<file path="config.mk">
export PLATFORM = sky130hd
export DESIGN_NAME = rws_mult
export DESIGN_NICKNAME = d
export VERILOG_FILES = /design/src/rtl/core/rws_pkg.sv /design/src/rtl/core/rws_mult.sv
export SDC_FILE = /design/constraint.sdc
export NUM_CORES = 2
export LEC_CHECK = 0
export CORE_UTILIZATION = 40
export DETAILED_ROUTE_END_ITERATION = 8
export DONT_BUFFER_PORTS = 1
export PLACE_DENSITY = 0.66
export SLEW_MARGIN = 25
export SYNTH_ARGS = -nofsm -noshare
export SYNTH_HDL_FRONTEND = slang
export SYNTH_SLANG_ARGS = --single-unit
</file>
<file path="constraint.sdc">
create_clock -name clk -period 11.2 [get_ports clk]
set_clock_uncertainty 0.1 [all_clocks]
set_input_delay 0 -clock clk [delete_from_list [all_inputs] [get_ports clk]]
set_output_delay 0 -clock clk [all_outputs]
set_load 0.05 [all_outputs]
</file>
<file path="src/rtl/core/rws_pkg.sv">
// Package for the roulette wheel selector: field widths, command codes,
// the token that walks the cell chain, the result beat and the controller states.
// Depends on nothing; every other file in rtl/core uses it by scoped names.
package rws_pkg;

  localparam int CMD_W  = 2;
  localparam int FIT_W  = 32;
  localparam int SPIN_W = 17;
  localparam int FRAC_W = 16;
  localparam int IDX_W  = 6;

  localparam logic [CMD_W-1:0] CMD_LOAD  = 2'd0;
  localparam logic [CMD_W-1:0] CMD_SPIN  = 2'd1;
  localparam logic [CMD_W-1:0] CMD_CLEAR = 2'd2;

  // Token handed from cell to cell during a spin. The above flag tells the next
  // cell whether the target lies above the previous cumulative sum.
  typedef struct packed {
    logic             valid;
    logic             above;
    logic             found;
    logic [IDX_W-1:0] idx;
  } rws_token_t;

  typedef struct packed {
    logic [IDX_W-1:0] selected_index;
    logic             overflow;
  } rws_result_t;

  typedef enum logic [1:0] {
    ST_IDLE,
    ST_MULT,
    ST_SCAN
  } rws_state_t;

endpackage

</file>
<file path="src/rtl/core/rws_mult.sv">
// Two-stage multiplier that scales the running total by the spin fraction.
// Depends on rws_pkg; the total is split in two halves so each product stays narrow.
module rws_mult #(
  parameter int SUM_W = 38,
  parameter int TGT_W = 55
) (
  input  logic                       clk,
  input  logic                       rst,
  input  logic                       start,
  input  logic [rws_pkg::SPIN_W-1:0] spin,
  input  logic [SUM_W-1:0]           total,
  output logic [TGT_W-1:0]           target,
  output logic                       done
);

  localparam int LO_W = SUM_W / 2;
  localparam int HI_W = SUM_W - LO_W;

  logic [rws_pkg::SPIN_W+LO_W-1:0] pp_lo;
  logic [rws_pkg::SPIN_W+HI_W-1:0] pp_hi;
  logic                            pp_valid;

  always_ff @(posedge clk) begin
    if (start) begin
      pp_lo <= (rws_pkg::SPIN_W+LO_W)'(spin) * (rws_pkg::SPIN_W+LO_W)'(total[LO_W-1:0]);
      pp_hi <= (rws_pkg::SPIN_W+HI_W)'(spin) * (rws_pkg::SPIN_W+HI_W)'(total[SUM_W-1:LO_W]);
    end
    if (pp_valid) begin
      target <= (TGT_W'(pp_hi) << LO_W) + TGT_W'(pp_lo);
    end
  end

  always_ff @(posedge clk) begin
    if (rst) begin
      pp_valid <= 1'b0;
      done     <= 1'b0;
    end else begin
      pp_valid <= start;
      done     <= pp_valid;
    end
  end

endmodule

</file>
==> results.toml <==
[worst_setup_path]
cp_slowest_cell = "fa_1"
crit_path_cell_trace = "and2_1, fa_1, inv_1, fa_1, fa_1, inv_1, fa_1, fa_1, inv_1, fa_1, inv_1, ha_1, a21oi_1, o21ai_0, a31oi_1, a21oi_1, o21ai_1, o22ai_1, mux2_2, nand3_1"
cp_max_fo = 17
timing.setup.critical_path_class = "input pin to flop"
critical-path-max-stage-delay_ps = 530
cp_data_arrival_time_ps = 5620
reg2reg_slack_ps = 8010
rr_endpoint = "target[37]"
worst_ep_required_time_ps = 11320
timing.critical_path.from_type = "input pin"
worst_setup_path_end_kind = "flop"
worst_r2r_path_depth = 11
r2r_start = "pp_lo[19]"
cpMostUsedCell = "fa_1"

[yosys]
postSynth.asyncResetShare_pct = 0
syn_inst = 2794
ys_types = 57
syn-num-nets = 3598
syn-mean-instance-area_um2 = 9.39
ys_seq_elements = 129
number_of_enable_type_register_cells_in_the_synthesized_netlist = 127
synthDominantAreaCellType = "fa_1"
synth_top_area_share_pct = 38.8
area_of_the_mapped_netlist_um2 = 26200
synth_sequential_area_ratio_pct = 14.7
synth.area.top_cells = "fa_1, edfxtp_1, ha_1, inv_1, and2_1"
yosysWarningCount = 0
synthFlopType = "edfxtp_1"

[floorplanning]
initial_utilization_pct = 40.6
rows = 93
floorplan.die.width_um = 258
core_area_um2 = 64700
die_height_um = 258
io_pins = 114
die-area_um2 = 66700

[sta]
timing.setup.tns_ps = 0
slew-limit-headroom_pct = 60.9
setup_viol_count_final = 0
minimum_period_implied_by_the_final_worst_setup_slack_ps = 5500
grt_setup_unrepaired = "false"
worst-slew-pin-transition_ps = 586
finalHoldViolations = 0
final.period_utilization_pct = 49.1
fin_ws_ps = 5700
timing.final.max_slew_violations = 0
maxClockFrequency_mhz = 182

[finish]
design.final.nets = 3509
final_layout_size_suffix_gt1_share_pct = 1.55
postLayoutCoreUtil_pct = 42.7
layout.cells.most_common = "inv_1"
filler_cell_count = 6370
layout_common_cells = "inv_1, fa_1, nand2_1"
antennaDiodeCount = 0
flow.area_growth_from_synthesis_pct = 5.24

[run]
timing.max_cap.violations = 0

[place]
routability_cong = 0.887
dp_slack_ps = 5240
io_buffer_count = 0
post-dp-hpwl_mm = 48.6

[global_route]
grt_antenna_before_repair = 0
remaining_overflow_grt = 0
via_count_of_the_first_global_routing_pass = 19300
first_pass_grt_wire_length_mm = 104
groute.usage.overall_pct = 20.2
grt_max_degree = 73

[clocking]
cts_buffers = 17
path_clk_slew_ps = 70
clock_sink_count = 129
cts.repair_timing.setup_buffer_count = 0
cts.path.max_buffers = 2
htree_levels = 4
cts.root.buffer_cell = "clkbuf_16"
clkLatencyLatePin_ps = 480
tritoncts = "built"

[routing]
detail_route.wl_per_cell_um = 17.8
antenna_left = 0
wirelength_mm = 63.5
drt-vias-per-instance = 5.08
first_pass_iters = 5
num_vias = 18100
drt_iter0_markers = 1168
drcViolationCount = 0

[worst_hold_path]
min_from = "spin[0]"
hold_path.class = "input pin to flop"
worst_hold_path.num_cells = 4
min_delay_worst_endpoint = "pp_hi[2]"

[run_status]
status = "completed"
[sequential cells by signal, indices dropped and copies added (netlist names)]
signal	cells
done	1
pp_hi	36
pp_lo	36
pp_valid	1
target	55
[cell usage after synthesis, types with 10 or more instances]
master and instances:
inv_1 621, fa_1 509, nand2_1 420, and2_1 279, ha_1 237, edfxtp_1 127, clkbuf_1 125, xnor2_1 65
a21oi_1 63, nor2_1 50, a21o_1 43, o21ai_0 41, xor2_1 29, nand3_1 25, nor3_1 16, o21bai_1 12
a31oi_1 11, nor2b_1 11, and3_1 10, nand2b_1 10
[critical path: cells and delay by family]
kind            cells  cell delay (ps)
mux                 1              270
fa+ha+maj           7             3350
simple gates        2              220
buf+inv             4              190
compound gates      6             1570
[metrics by stage]
step	cell area, µm²	std cells	hold WS [ps]
5_1_grt	27600	3573	29.4
6_report	27600	3573	38.9
3_3_place_gp	26900	3524	-33.9
4_1_cts	27600	3573	13.3
2_1_floorplan	26200	2794	-28.4
3_5_place_dp	26900	3524	-32.8
[metal layers]
metal  GRT usage [%]  share of wire [%]  up-vias
li1                -                  -     8287
met1            26.7                 45     9212
met2            32.8                 46      568
met3            4.85                7.0       76
met4            5.85                2.1        0
met5               0                  0        -
[final cells by class]
class | count | area [µm²] | share of cell area, %
timing repair buffer | 18 | 195 | 0.707
sequential | 129 | 3850 | 14.0
tap | 855 | 1070 | 3.87
clock inverter | 14 | 155 | 0.562
multi-input combinational | 1918 | 19600 | 70.9
inverter | 621 | 2330 | 8.44
clock buffer | 18 | 429 | 1.55
[how the worst max path moves through the flow]
stage | from | to | slack, ps
3_5_place_dp | total[12] | pp_lo[30] | 5240
4_1_cts | total[12] | pp_lo[30] | 5770
6_report | total[28] | pp_hi[31] | 5700
5_1_grt | total[12] | pp_lo[30] | 5510
2_1_floorplan | spin[10] | pp_lo[30] | 5220
3_3_place_gp | total[12] | pp_lo[30] | 5350
[timing repair]
action / 4_1_cts / 5_1_grt
resized for setup: 0 / 0
hold endpoints to repair: 82 / 0
hold buffers: 17 / 0
setup endpoints to repair: 0 / 0
[cells by family (layout without fill, tap and decap cells)]
kind of cell	count (synthesis)	in the layout	synth area share (%)
AOI/OAI and AO/OA	231	231	5.79
xor gates and xnor gates	94	94	3.14
DFF	129	129	14.7
muxes	1	1	0.0429
and+or+nand+nor	846	846	15.5
buffers and inverters	747	671	10.7
adders and majority gates	746	746	50.1
Power is not shown: default switching activity piles up to over one toggle a cycle in this logic, so the estimate is an artifact.
