### src/rtl/core/rws_pkg.sv
// Package for the roulette wheel selector: field widths, command codes,
// the token that walks the cell chain, the result beat and the controller states.
// Depends on nothing; every other file in rtl/core uses it by scoped names.
package rws_pkg;

  localparam int CMD_W  = 2;
  localparam int FIT_W  = 32;
  localparam int SPIN_W = 17;
  localparam int FRAC_W = 16;
  localparam int IDX_W  = 6;

  localparam logic [CMD_W-1:0] CMD_LOAD  = 2'd0;
  localparam logic [CMD_W-1:0] CMD_SPIN  = 2'd1;
  localparam logic [CMD_W-1:0] CMD_CLEAR = 2'd2;

  // Token handed from cell to cell during a spin. The above flag tells the next
  // cell whether the target lies above the previous cumulative sum.
  typedef struct packed {
    logic             valid;
    logic             above;
    logic             found;
    logic [IDX_W-1:0] idx;
  } rws_token_t;

  typedef struct packed {
    logic [IDX_W-1:0] selected_index;
    logic             overflow;
  } rws_result_t;

  typedef enum logic [1:0] {
    ST_IDLE,
    ST_MULT,
    ST_SCAN
  } rws_state_t;

endpackage

### src/rtl/core/rws_cell.sv
// One cell of the wheel: holds one cumulative sum and checks a passing spin token.
// Depends on rws_pkg for the token type and field widths.
module rws_cell #(
  parameter int INDEX = 0,
  parameter int SUM_W = 38,
  parameter int CNT_W = 7,
  parameter int TGT_W = 55
) (
  input  logic                clk,
  input  logic                rst,
  input  logic                we,
  input  logic [SUM_W-1:0]    wdata,
  input  logic [CNT_W-1:0]    count,
  input  logic [TGT_W-1:0]    target,
  input  rws_pkg::rws_token_t tok_in,
  output rws_pkg::rws_token_t tok_out
);

  logic [SUM_W-1:0]          cum;
  logic [TGT_W-1:0]          cum_scaled;
  logic                      le;
  logic                      in_use;
  logic                      match;
  logic                      tok_valid;
  logic                      tok_above;
  logic                      tok_found;
  logic [rws_pkg::IDX_W-1:0] tok_idx;

  always_ff @(posedge clk) begin
    if (we) begin
      cum <= wdata;
    end
  end

  assign cum_scaled = TGT_W'({cum, {rws_pkg::FRAC_W{1'b0}}});
  assign le         = target <= cum_scaled;
  assign in_use     = CNT_W'(INDEX) < count;
  // The lower bound comes from the previous cell as the above flag.
  assign match      = (INDEX != 0) && in_use && tok_in.above && le;

  always_ff @(posedge clk) begin
    tok_above <= ~le;
    tok_found <= tok_in.found | match;
    if (match && !tok_in.found) begin
      tok_idx <= rws_pkg::IDX_W'(INDEX);
    end else begin
      tok_idx <= tok_in.idx;
    end
  end

  always_ff @(posedge clk) begin
    if (rst) begin
      tok_valid <= 1'b0;
    end else begin
      tok_valid <= tok_in.valid;
    end
  end

  assign tok_out = '{valid: tok_valid, above: tok_above, found: tok_found, idx: tok_idx};

endmodule

### config.mk
export PLATFORM = sky130hd
export DESIGN_NAME = rws_cell
export DESIGN_NICKNAME = d
export VERILOG_FILES = /design/src/rtl/core/rws_pkg.sv /design/src/rtl/core/rws_cell.sv
export SDC_FILE = /design/constraint.sdc
export NUM_CORES = 1
export LEC_CHECK = 0
export ABC_AREA = 1
export BUFFER_PORTS_ARGS = -buffer_cell sky130_fd_sc_hd__clkbuf_2
export CAP_MARGIN = 20
export CORE_UTILIZATION = 50
export DETAILED_ROUTE_END_ITERATION = 12
export PLACE_DENSITY_LB_ADDON = 0.08
export SETUP_SLACK_MARGIN = 0.5
export SYNTH_ARGS = -nofsm -noshare
export SYNTH_HDL_FRONTEND = slang
export SYNTH_SLANG_ARGS = --single-unit
export TNS_END_PERCENT = 10
### constraint.sdc
create_clock -name clk -period 2.5 [get_ports clk]
set_input_delay 0.25 -clock clk [delete_from_list [all_inputs] [get_ports clk]]
set_output_delay 0.25 -clock clk [all_outputs]
set_load 0.03 [all_outputs]
==> results.cfg, run 1 <==
[run_status]
outcome = completed

[placement]
placement.io_buffers = 112
post-dp-hpwl_mm = 3.73
dpl_cell_area_um2 = 3150
gp_congestion = 0.738

[sta]
final_hold_viol_count = 0
finalSetupTns_ps = 0
timing.max_slew.rel_slack_pct = 37.2
maxClockFrequency_mhz = 691
rsz0062_at_grt = false
fin_skew_ps = 3.95
setup-violations-final = 0
layout_worst_path_cycle_share_pct = 57.9
timing.hold.ws_ps = 55.8
finalWorstPathRequiredPeriod_ps = 1450
worst_pin_slew_ps = 941
maxSlewViolCount = 0

[clocking]
count_of_h_tree_levels_built_during_cts = 2
cts.sink_count = 47
count_of_instances_resized_after_the_clock_tree_is_built = 0
clk_pin_slew_worst_paths_ps = 80
tritoncts = done
clock-root-buffer = clkbuf_8
cts-buffers-inserted = 5
insertion_delay_ps = 290
cts_hold_buf = 0
cts-root-to-sink-buffers = 2
cts_setup_buffers = 0

[synthesis]
synth_area_per_cell_um2 = 9.70
synthArstFlopShare_pct = 0
portion_of_netlist_area_occupied_by_mux_cells_pct = 0
ys.flop_type = edfxtp_1
post_synth_fa_ha_maj_area_fraction_pct = 18.8
yosysSeqAreaShare_pct = 52.2
synthesis.area_um2 = 2530
synth_area_leaders = edfxtp_1 (45%), ha_1 (19%), inv_1 (8.4%), nand2_1 (8.4%), dfxtp_1 (7.1%)
syn-num-nets = 411
synth_cell_types = 19
synthTopCellsByCount = inv_1 (57), nand2_1 (57), edfxtp_1 (38), ha_1 (38), nor2_1 (21)
synth_top_family_by_area = adder cells
synth_simple_gate_area_share_pct = 16.0
synth_compound_gate_area_share_pct = 3.46
synth_top_cell_area_share_pct = 45.1
synthCells = 261
parity_gate_share_of_the_synthesized_area_counting_xor_and_xnor_cells_pct = 0
synth_top_cell_by_area = edfxtp_1
ys_ff_latch = 47
ys_warn_count = 0
synth_edf_count = 38

[routing]
route.detailed.vias_per_inst = 4.51
routed_wl_mm = 4.38
wl_met3_um = 288
per_cell_routed_wire_length_um = 9.85
detailedRoute.firstPassIterationCount = 4
wl_met1_mm = 1.71
dr.first_iter.drc_count = 38
detailroute.via_count = 2007
final_antenna_net_count = 0
drc = 0
routed.top_layer = met4
met2WireLength_mm = 2.34

[worst_setup_path]
crit_path_start = cum[26]$_DFFE_PP_
timing_worst_setup_path_type = reg2reg
timing.critical_path.depth = 10
reg2regPathDepth = 10
r2r-start = cum[26]$_DFFE_PP_
critical_path.n_buffers_inverters = 1
worst_setup_path_endpoint = tok_above$_DFF_P_
timing.critical_path.slowest_cell_delay_ps = 330
maximum_fanout_encountered_on_the_critical_timing_path = 2
cp_top_family = simple AND/OR/NAND/NOR gates
arrival_ps = 1670
critical_path.slowest_cell = edfxtp_1
crit_path_end_kind = register
setup.reg_to_reg.worst_slack_ps = 1050
critPathLaunchType = register
path_cells = inv_1, ha_1, nand2_1, nor2_2, nand2_1, nor2_2, nand3_1, nor2_1, nor2_1, a21oi_1
r2r-end = tok_above$_DFF_P_
critical_path_required_ps = 2730

[global_route]
global_route.usage.total_pct = 17.1
grt_overflow_total = 0
grt_pass1_vias = 1857
grt_pass1_wl_mm = 6.87
number_of_antenna_violations_at_the_first_check_in_global_routing = 0
grt_start_max_net_pins = 39

[hold_path]
hp-class = in2reg

[power]
power_switching_w = 0.000410
power.share.switching_pct = 24.7
leakage_nw = 1.77
ratio_of_total_power_to_cell_area_nw_per_um2 = 514
power.share.clock_pct = 25.4
seqPwrFrac_pct = 55.5
worst_vdd_drop_uv = 399
power_report.internal_total_w = 0.00125
combinationalPowerShare_pct = 19.1

[cells_and_area]
finalNetCount = 527
area_growth_pct = 27.8
layout-drive-gt1-share_pct = 33.1
insertedDiodeCount = 0
final_cell_area_um2 = 3240
finish.utilization_pct = 67.6

[floorplanning]
die_h_um = 73.2
die_area_um2 = 5350
floorplan.core_area_um2 = 4790
row_count = 25
die_w_um = 73.2
floorplan.io_pins = 121
initial_utilization_pct = 52.9

[flow_run]
maxCapViolations = 0
-- worst min path at each step --
stage	start	to	slack, ps	cells past startpoint
after floorplan	tok_in[6]	tok_found$_DFF_P_	280	0
after global placement	tok_in[3]	tok_idx[3]$_DFF_P_	350	1
after detailed placement	tok_in[1]	tok_idx[1]$_DFF_P_	350	1
after CTS	tok_in[5]	tok_idx[5]$_DFF_P_	50	1
after global routing	tok_in[5]	tok_idx[5]$_DFF_P_	40	1
final	tok_in[5]	tok_idx[5]$_DFF_P_	60	1
-- state kept, by name, summed over array words and instances, names as in the netlist --
name and flops:
cum 38, tok_above 1, tok_found 1, tok_idx 6, tok_valid 1
-- through the flow --
| step | power [W] | instances | worst slack, ps |
|---|---|---|---|
| 2_1_floorplan | 0.00112 | 261 | 1200 |
| 3_3_place_gp | 0.00125 | 437 | 1060 |
| 3_5_place_dp | 0.00126 | 437 | 1030 |
| 4_1_cts | 0.00169 | 445 | 1030 |
| 5_1_grt | 0.00176 | 445 | 895 |
| 6_report | 0.00166 | 445 | 1050 |
-- logic make-up after synthesis --
family | after synthesis
AOI/OAI and AO/OA | 17
buffers and inverters | 62
and+or+nand+nor | 97
adders and majority gates | 38
DFF | 47
-- power by group through the flow --
stage | clock network, W | logic, W | registers [W]
floorplan | 0 | 0.000177 | 0.000948
global placement | 0 | 0.000307 | 0.000939
detailed placement | 0 | 0.000321 | 0.000941
CTS | 0.000441 | 0.000324 | 0.000923
global route | 0.000468 | 0.000370 | 0.000927
finish | 0.000422 | 0.000317 | 0.000922
-- metal layers --
layer	GRT usage, %	vias to the layer above
li1	-	1066
met1	16.6	869
met2	33.4	67
met3	5.11	5
met4	6.10	0
met5	0	-
-- layout make-up --
type / instances / area [µm²]
Fill cell: 431 / 1550
Sequential cell: 47 / 1320
Multi-Input combinational cell: 152 / 967
Timing Repair Buffer: 112 / 561
Inverter: 59 / 221
Tap cell: 67 / 83.8
Clock buffer: 7 / 76.3
Clock inverter: 1 / 5.00
-- layout by cell type (no fill, tap or decap) --
cell / n
clkbuf_2: 112
inv_1: 57
nand2_1: 57
ha_1: 38
edfxtp_1: 38
nor2_1: 21
a21oi_1: 14
dfxtp_1: 9
nand3_1: 5
nand4_1: 5
clkbuf_8: 5
nor2_2: 4
nand2_2: 2
o21ai_0: 2
clkbuf_1: 2
inv_2: 1
and2_1: 1
a21o_1: 1
clkinv_1: 1
nor3_1: 1
nor4_1: 1
clkinv_2: 1
No activity file was read; power rests on OpenSTA's default activity.
==> inputs of run 2 (changes only) <==
--- a/config.mk
+++ b/config.mk
@@ -8,7 +8,7 @@
 export ABC_AREA = 1
 export BUFFER_PORTS_ARGS = -buffer_cell sky130_fd_sc_hd__clkbuf_2
 export CAP_MARGIN = 20
-export CORE_UTILIZATION = 50
+export CORE_UTILIZATION = 42
 export DETAILED_ROUTE_END_ITERATION = 12
 export PLACE_DENSITY_LB_ADDON = 0.08
 export SETUP_SLACK_MARGIN = 0.5
==> constraint.sdc (replaced) <==
create_clock -name clk -period 1.3 [get_ports clk]
set_input_delay 0.13 -clock clk [delete_from_list [all_inputs] [get_ports clk]]
set_output_delay 0.13 -clock clk [all_outputs]
set_load 0.03 [all_outputs]
==> run 2 against run 1 <==
  * The flow now finishes with violations (negative setup slack)
  * Cell area up 25%
  * Wire length up 26%
  * Combinational power grew to 2.8 times the previous value
  * Non-clock buffer count increased by 46
  * Utilization is 4.2 points higher
  * Maximum frequency shrank 1.3%
  * Critical path depth unchanged
  * Flip-flop and latch count is the same
  * Final cell count is 11% higher
  * First-iteration DRC count up 2.6%
  * Sequential power increased by 93%
  * Critical path type unchanged
  * Largest power group unchanged
==> results.cfg, run 2 (same netlist as run 1, synthesis figures left out) <==
[cells_and_area]
top_register = cum
layout.cells.non_filler = 496
final_cell_area_um2 = 4050
area_growth_pct = 60.0
finalNetCount = 573
layout-drive-gt1-share_pct = 39.6
insertedDiodeCount = 0
largestRegisters = cum: 38 flops, tok_idx: 6 flops
largest_register_ff_count = 38
most-common-layout-cells = clkbuf_2 (103), inv_1 (53), nand2_1 (47)
mostFrequentLayoutCell = clkbuf_2

[clocking]
insertion_delay_ps = 300
tritoncts = done
clk_pin_slew_worst_paths_ps = 90
clock-root-buffer = clkbuf_8
cts.sink_count = 47
cts-buffers-inserted = 5
count_of_h_tree_levels_built_during_cts = 2
cts-root-to-sink-buffers = 2

[placement]
gp_congestion = 0.797
detailedPlace.worstSlack_ps = -184
dpl_cell_area_um2 = 3240
dp.cells = 443
placement.io_buffers = 112
post-dp-hpwl_mm = 3.72

[worst_setup_path]
critical_path_required_ps = 1530
crit_path_end_kind = register
critPathLaunchType = register
timing_worst_setup_path_type = reg2reg
maximum_fanout_encountered_on_the_critical_timing_path = 2
r2r-end = tok_above$_DFF_P_
setup.reg_to_reg.worst_slack_ps = -170
reg2regPathDepth = 10
arrival_ps = 1700
r2r-start = cum[18]$_DFFE_PP_

[sta]
finalWorstPathRequiredPeriod_ps = 1470
maxSlewViolCount = 0
layout_worst_path_cycle_share_pct = 113
timing.max_slew.rel_slack_pct = 85.9
finalWorstSetupSlack_ps = -167
setup-violations-final = 1
fin_skew_ps = 5.35
rsz0062_at_grt = true
worst_pin_slew_ps = 209
maxClockFrequency_mhz = 682
final_hold_viol_count = 0

[floorplanning]
die_w_um = 79.7
die_area_um2 = 6340
row_count = 27
floorplan.io_pins = 121
floorplan.core_area_um2 = 5640
initial_utilization_pct = 44.9
die_h_um = 79.7

[power]
ratio_of_total_power_to_cell_area_nw_per_um2 = 890
worst_vdd_drop_uv = 742
design_power_total_w = 0.00361
leakage_nw = 2.02

[hold_path]
timing.hold.worst.start = wdata[4]
hold_path_end = cum[4]$_DFFE_PP_
hold_path_depth = 1
hp-class = in2reg

[routing]
detailedRoute.firstPassIterationCount = 4
per_cell_routed_wire_length_um = 11.2
detailroute.via_count = 2173
route.detailed.vias_per_inst = 4.38
final_antenna_net_count = 0
drc = 0
dr.first_iter.drc_count = 39
routed_wl_mm = 5.53

[run_status]
outcome = finished with violations
failed_checks = negative setup slack

[global_route]
number_of_antenna_violations_at_the_first_check_in_global_routing = 0
grt_pass1_vias = 2090
grt_start_max_net_pins = 39
grt_pass1_wl_mm = 8.30
global_route.usage.total_pct = 17.3
grt_overflow_total = 0

[flow_run]
maxCapViolations = 0
## run 2: cell types whose count changed in the layout (fill, tap and decap cells not counted), moves of 9 or more
cell / before / now
ha_4: 0 / 11
dlygate4sd3_1: 0 / 45
clkbuf_2: 112 / 103
ha_1: 38 / 27
nand2_1: 57 / 47
## run 2: repair_timing
item | CTS | global route
buffers inserted | 0 | 0
pin swaps | 1 | 14
endpoints found under the hold margin | 43 | 1
endpoints found under the setup margin | 10 | 10
hold buffers | 44 | 1
gates resized for setup | 29 | 38
## run 2: final cells by class
| class | count | area, µm² |
|---|---|---|
| fillers | 431 | 1590 |
| repair buffers | 158 | 1120 |
| clock buffers | 5 | 68.8 |
| multi-input cells | 152 | 1190 |
| inverters | 59 | 221 |
| well taps | 72 | 90.1 |
| clock inverters | 3 | 26.3 |
| flip-flops and latches | 47 | 1330 |
## run 2: metal layers
layer / global-route usage (%) / part of all wire, % / vias to the layer above
li1: - / - / 1157
met1: 17.6 / 39 / 936
met2: 33.8 / 53 / 75
met3: 5.14 / 7.4 / 5
met4: 4.36 / 0.80 / 0
met5: 0 / 0 / -
## run 2: worst max-delay path by stage
stage,startpoint,depth (start not counted),to
after global routing,cum[26]$_DFFE_PP_,10,tok_above$_DFF_P_
after floorplan,cum[35]$_DFFE_PP_,10,tok_above$_DFF_P_
after detailed placement,cum[22]$_DFFE_PP_,7,tok_above$_DFF_P_
after global placement,cum[22]$_DFFE_PP_,7,tok_above$_DFF_P_
after CTS,cum[24]$_DFFE_PP_,10,tok_above$_DFF_P_
final,cum[18]$_DFFE_PP_,10,tok_above$_DFF_P_
## run 2: where the power goes
| group | switching [W] | internal (W) |
|---|---|---|
| logic | 0.000426 | 0.000472 |
| clock network | 0.000526 | 0.000400 |
| registers | 0.0000342 | 0.00175 |
## run 2: worst max-delay path, stage by stage (launching register included)
cell and delay (ps):
edfxtp_1 340, inv_1 60, ha_4 270, nand2_2 70, inv_2 60, nand3_1 80, nor2_2 140, nand3_2 90
nor2_1 100, nor2_1 40, a21oi_1 130
## run 2: per-stage QoR
step	utilization [%]	TNS [ps]	hold WS (ps)
floorplan	-	0	158
global placement	57.4	-164	233
detailed placement	57.4	-184	234
CTS	68.9	-157	0.662
global route	71.8	-244	8.67
finish	71.8	-167	16.8
==> inputs of run 3 (changes only) <==
--- a/config.mk
+++ b/config.mk
@@ -5,10 +5,10 @@
 export SDC_FILE = /design/constraint.sdc
 export NUM_CORES = 1
 export LEC_CHECK = 0
-export ABC_AREA = 1
 export BUFFER_PORTS_ARGS = -buffer_cell sky130_fd_sc_hd__clkbuf_2
 export CAP_MARGIN = 20
-export CORE_UTILIZATION = 42
+export CORE_ASPECT_RATIO = 0.75
+export CORE_UTILIZATION = 41
 export DETAILED_ROUTE_END_ITERATION = 12
 export PLACE_DENSITY_LB_ADDON = 0.08
 export SETUP_SLACK_MARGIN = 0.5
==> run 3 against run 2 <==
  * The run still ends with negative setup slack left
  * Utilization decreased by 3.3 points
  * Critical path depth decreased by 2
  * Clock skew about the same
  * Flip-flop and latch count unchanged
  * Wire length decreased by 3.0%
  * Area after synthesis decreased by 5.7%
  * Combinational power decreased by 13%
  * Total power decreased by 4.5%
  * Setup slack got worse by 360 ps
  * Global-route usage increased by 0.86 points
  * Final cell count decreased by 12%
  * Critical endpoint unchanged
  * Highest routed layer is now met3
==> results.cfg, run 3 <==
[routing]
detailroute.via_count = 1980
routed_wl_mm = 5.37
final_antenna_net_count = 0
route.detailed.vias_per_inst = 4.55
met2WireLength_mm = 2.72
dr.first_iter.drc_count = 78
drc = 0
detailedRoute.firstPassIterationCount = 4
routed.top_layer = met3
wl_met1_mm = 2.31
per_cell_routed_wire_length_um = 12.3
wl_met3_um = 330

[sta]
maxClockFrequency_mhz = 547
timing.max_slew.rel_slack_pct = 78.5
rsz0062_at_grt = true
layout_worst_path_cycle_share_pct = 141
setup-violations-final = 1
finalWorstPathRequiredPeriod_ps = 1830
timing.hold.ws_ps = 10.6
finalWorstSetupSlack_ps = -528
final_hold_viol_count = 0
worst_pin_slew_ps = 321
maxSlewViolCount = 0
fin_skew_ps = 5.21

[synthesis]
synth_compound_gate_area_share_pct = 8.28
ys_ff_latch = 47
synthesis.area_um2 = 2390
synth_cell_types = 33
syn-num-nets = 347
yosysSeqAreaShare_pct = 55.3
ys.flop_type = edfxtp_1
synth_top_cell_area_share_pct = 47.8
synth_top_family_by_area = adder cells
post_synth_fa_ha_maj_area_fraction_pct = 19.9
synth_area_per_cell_um2 = 12.1
synth_area_leaders = edfxtp_1 (48%), ha_1 (20%), dfxtp_1 (7.5%), inv_1 (6.4%), a21oi_1 (3.1%)
synthArstFlopShare_pct = 0
parity_gate_share_of_the_synthesized_area_counting_xor_and_xnor_cells_pct = 0
synthCells = 197
portion_of_netlist_area_occupied_by_mux_cells_pct = 0
synthMostInstantiatedCell = inv_1
synthTopCellsByCount = inv_1 (41), edfxtp_1 (38), ha_1 (38), a21oi_1 (15), nand2_1 (12)
synth_top_cell_by_area = edfxtp_1
synth_edf_count = 38
synth_simple_gate_area_share_pct = 9.07
ys_warn_count = 0

[floorplanning]
floorplan.io_pins = 121
row_count = 23
die_h_um = 68.1
die_area_um2 = 6140
initial_utilization_pct = 43.7
floorplan.core_area_um2 = 5470
die_w_um = 90.1

[clocking]
count_of_h_tree_levels_built_during_cts = 2
cts-buffers-inserted = 5
cts.sink_count = 47
cts-root-to-sink-buffers = 2
tritoncts = done
clock-root-buffer = clkbuf_8
insertion_delay_ps = 300
cts_setup_buffers = 0
clk_pin_slew_worst_paths_ps = 90

[hold_path]
hold_path_depth = 1
hold_path_end = cum[1]$_DFFE_PP_
hp-class = in2reg
timing.hold.worst.start = wdata[1]

[power]
ratio_of_total_power_to_cell_area_nw_per_um2 = 919
design_power_total_w = 0.00344
worst_vdd_drop_uv = 828
leakage_nw = 1.86

[cells_and_area]
finalNetCount = 509
largest_register_ff_count = 38
fillers = 426
area_growth_pct = 56.9
mostFrequentLayoutCell = clkbuf_2
layout-drive-gt1-share_pct = 42.8
insertedDiodeCount = 0
most-common-layout-cells = clkbuf_2 (103), inv_1 (39), edfxtp_1 (38), dlygate4sd3_1 (38), ha_1 (34)
largestRegisters = cum: 38 flops, tok_idx: 6 flops
top_register = cum

[global_route]
number_of_antenna_violations_at_the_first_check_in_global_routing = 0
grt_start_max_net_pins = 39
grt_overflow_total = 0
global_route.usage.total_pct = 18.2
grt_pass1_wl_mm = 8.51
grt_pass1_vias = 1915

[worst_setup_path]
maximum_fanout_encountered_on_the_critical_timing_path = 2
r2r-end = tok_above$_DFF_P_
r2r-start = cum[22]$_DFFE_PP_
arrival_ps = 2050
reg2regPathDepth = 8
timing_worst_setup_path_type = reg2reg
critical_path_required_ps = 1530
setup.reg_to_reg.worst_slack_ps = -530
critPathLaunchType = register
crit_path_end_kind = register

[placement]
gp_congestion = 0.733
post-dp-hpwl_mm = 3.79
placement.io_buffers = 112
detailedPlace.worstSlack_ps = -522

[run_status]
failed_checks = negative setup slack
outcome = finished with violations

[flow_run]
maxCapViolations = 0
==> run 3: cell count changes after synthesis, moves of 2 or more <==
cell | previous run | this run
nor2_2 | 4 | 0
inv_1 | 57 | 41
nand2_2 | 2 | 0
o21ai_1 | 0 | 3
nor2_1 | 21 | 2
nand2_1 | 57 | 12
nor4b_1 | 0 | 2
==> run 3: critical path: stages, from the launching register on <==
cell	delay (ps)
edfxtp_1	350
inv_2	50
ha_4	270
nand4_4	110
or4_4	500
nand2b_4	160
a21oi_2	110
a211oi_1	50
a22oi_1	160
==> run 3: stage by stage <==
stage	cell area [µm²]	cells	TNS, ps	utilization (%)
floorplan	2450	197	-423	-
global placement	3160	389	-485	57.8
detailed placement	3160	389	-522	57.8
CTS	3680	431	-538	67.3
global route	3750	435	-653	68.5
finish	3750	435	-528	68.5
==> run 3: power by group <==
part	total (W)	switching, W	internal (W)	leakage [nW]
sequential	0.00178	0.0000330	0.00175	0.448
clock	0.000885	0.000506	0.000379	0.0483
combinational	0.000778	0.000346	0.000432	1.37
==> run 3: cells by family (layout without fill, tap and decap cells) <==
kind of cell / after synthesis / after routing
adders and majority gates: 38 / 38
DFF: 47 / 47
AOI/OAI and AO/OA: 32 / 32
and+or+nand+nor: 36 / 36
buffers and inverters: 44 / 207
==> run 3: worst max-delay path by stage <==
stage | start | end | slack, ps | cells after the start
detailed placement | cum[30]$_DFFE_PP_ | tok_above$_DFF_P_ | -520 | 8
finish | cum[22]$_DFFE_PP_ | tok_above$_DFF_P_ | -530 | 8
CTS | cum[22]$_DFFE_PP_ | tok_above$_DFF_P_ | -540 | 8
floorplan | cum[22]$_DFFE_PP_ | tok_above$_DFF_P_ | -420 | 8
global placement | cum[30]$_DFFE_PP_ | tok_above$_DFF_P_ | -480 | 8
global route | cum[33]$_DFFE_PP_ | tok_above$_DFF_P_ | -650 | 8
==> run 3: final cells by class <==
class	count	area [µm²]	area share, %
sequential	47	1330	35.5
tap	75	93.8	2.51
timing repair buffer	158	1100	29.4
clock buffer	5	68.8	1.84
multi-input combinational	106	977	26.1
clock inverter	3	18.8	0.501
inverter	41	154	4.11
==> run 3: routing by layer <==
layer / vias to the layer above / GRT usage (%)
met3: 0 / 5.00
met4: 0 / 3.02
met2: 69 / 34.4
met5: - / 0
li1: 1017 / -
met1: 894 / 21.4
==> run 3: what timing repair did <==
item,in CTS,in global routing
hold buffers,34,4
pin swaps,0,1
endpoints found under the setup margin,10,10
hold endpoints to repair,34,4
resized for setup,25,12
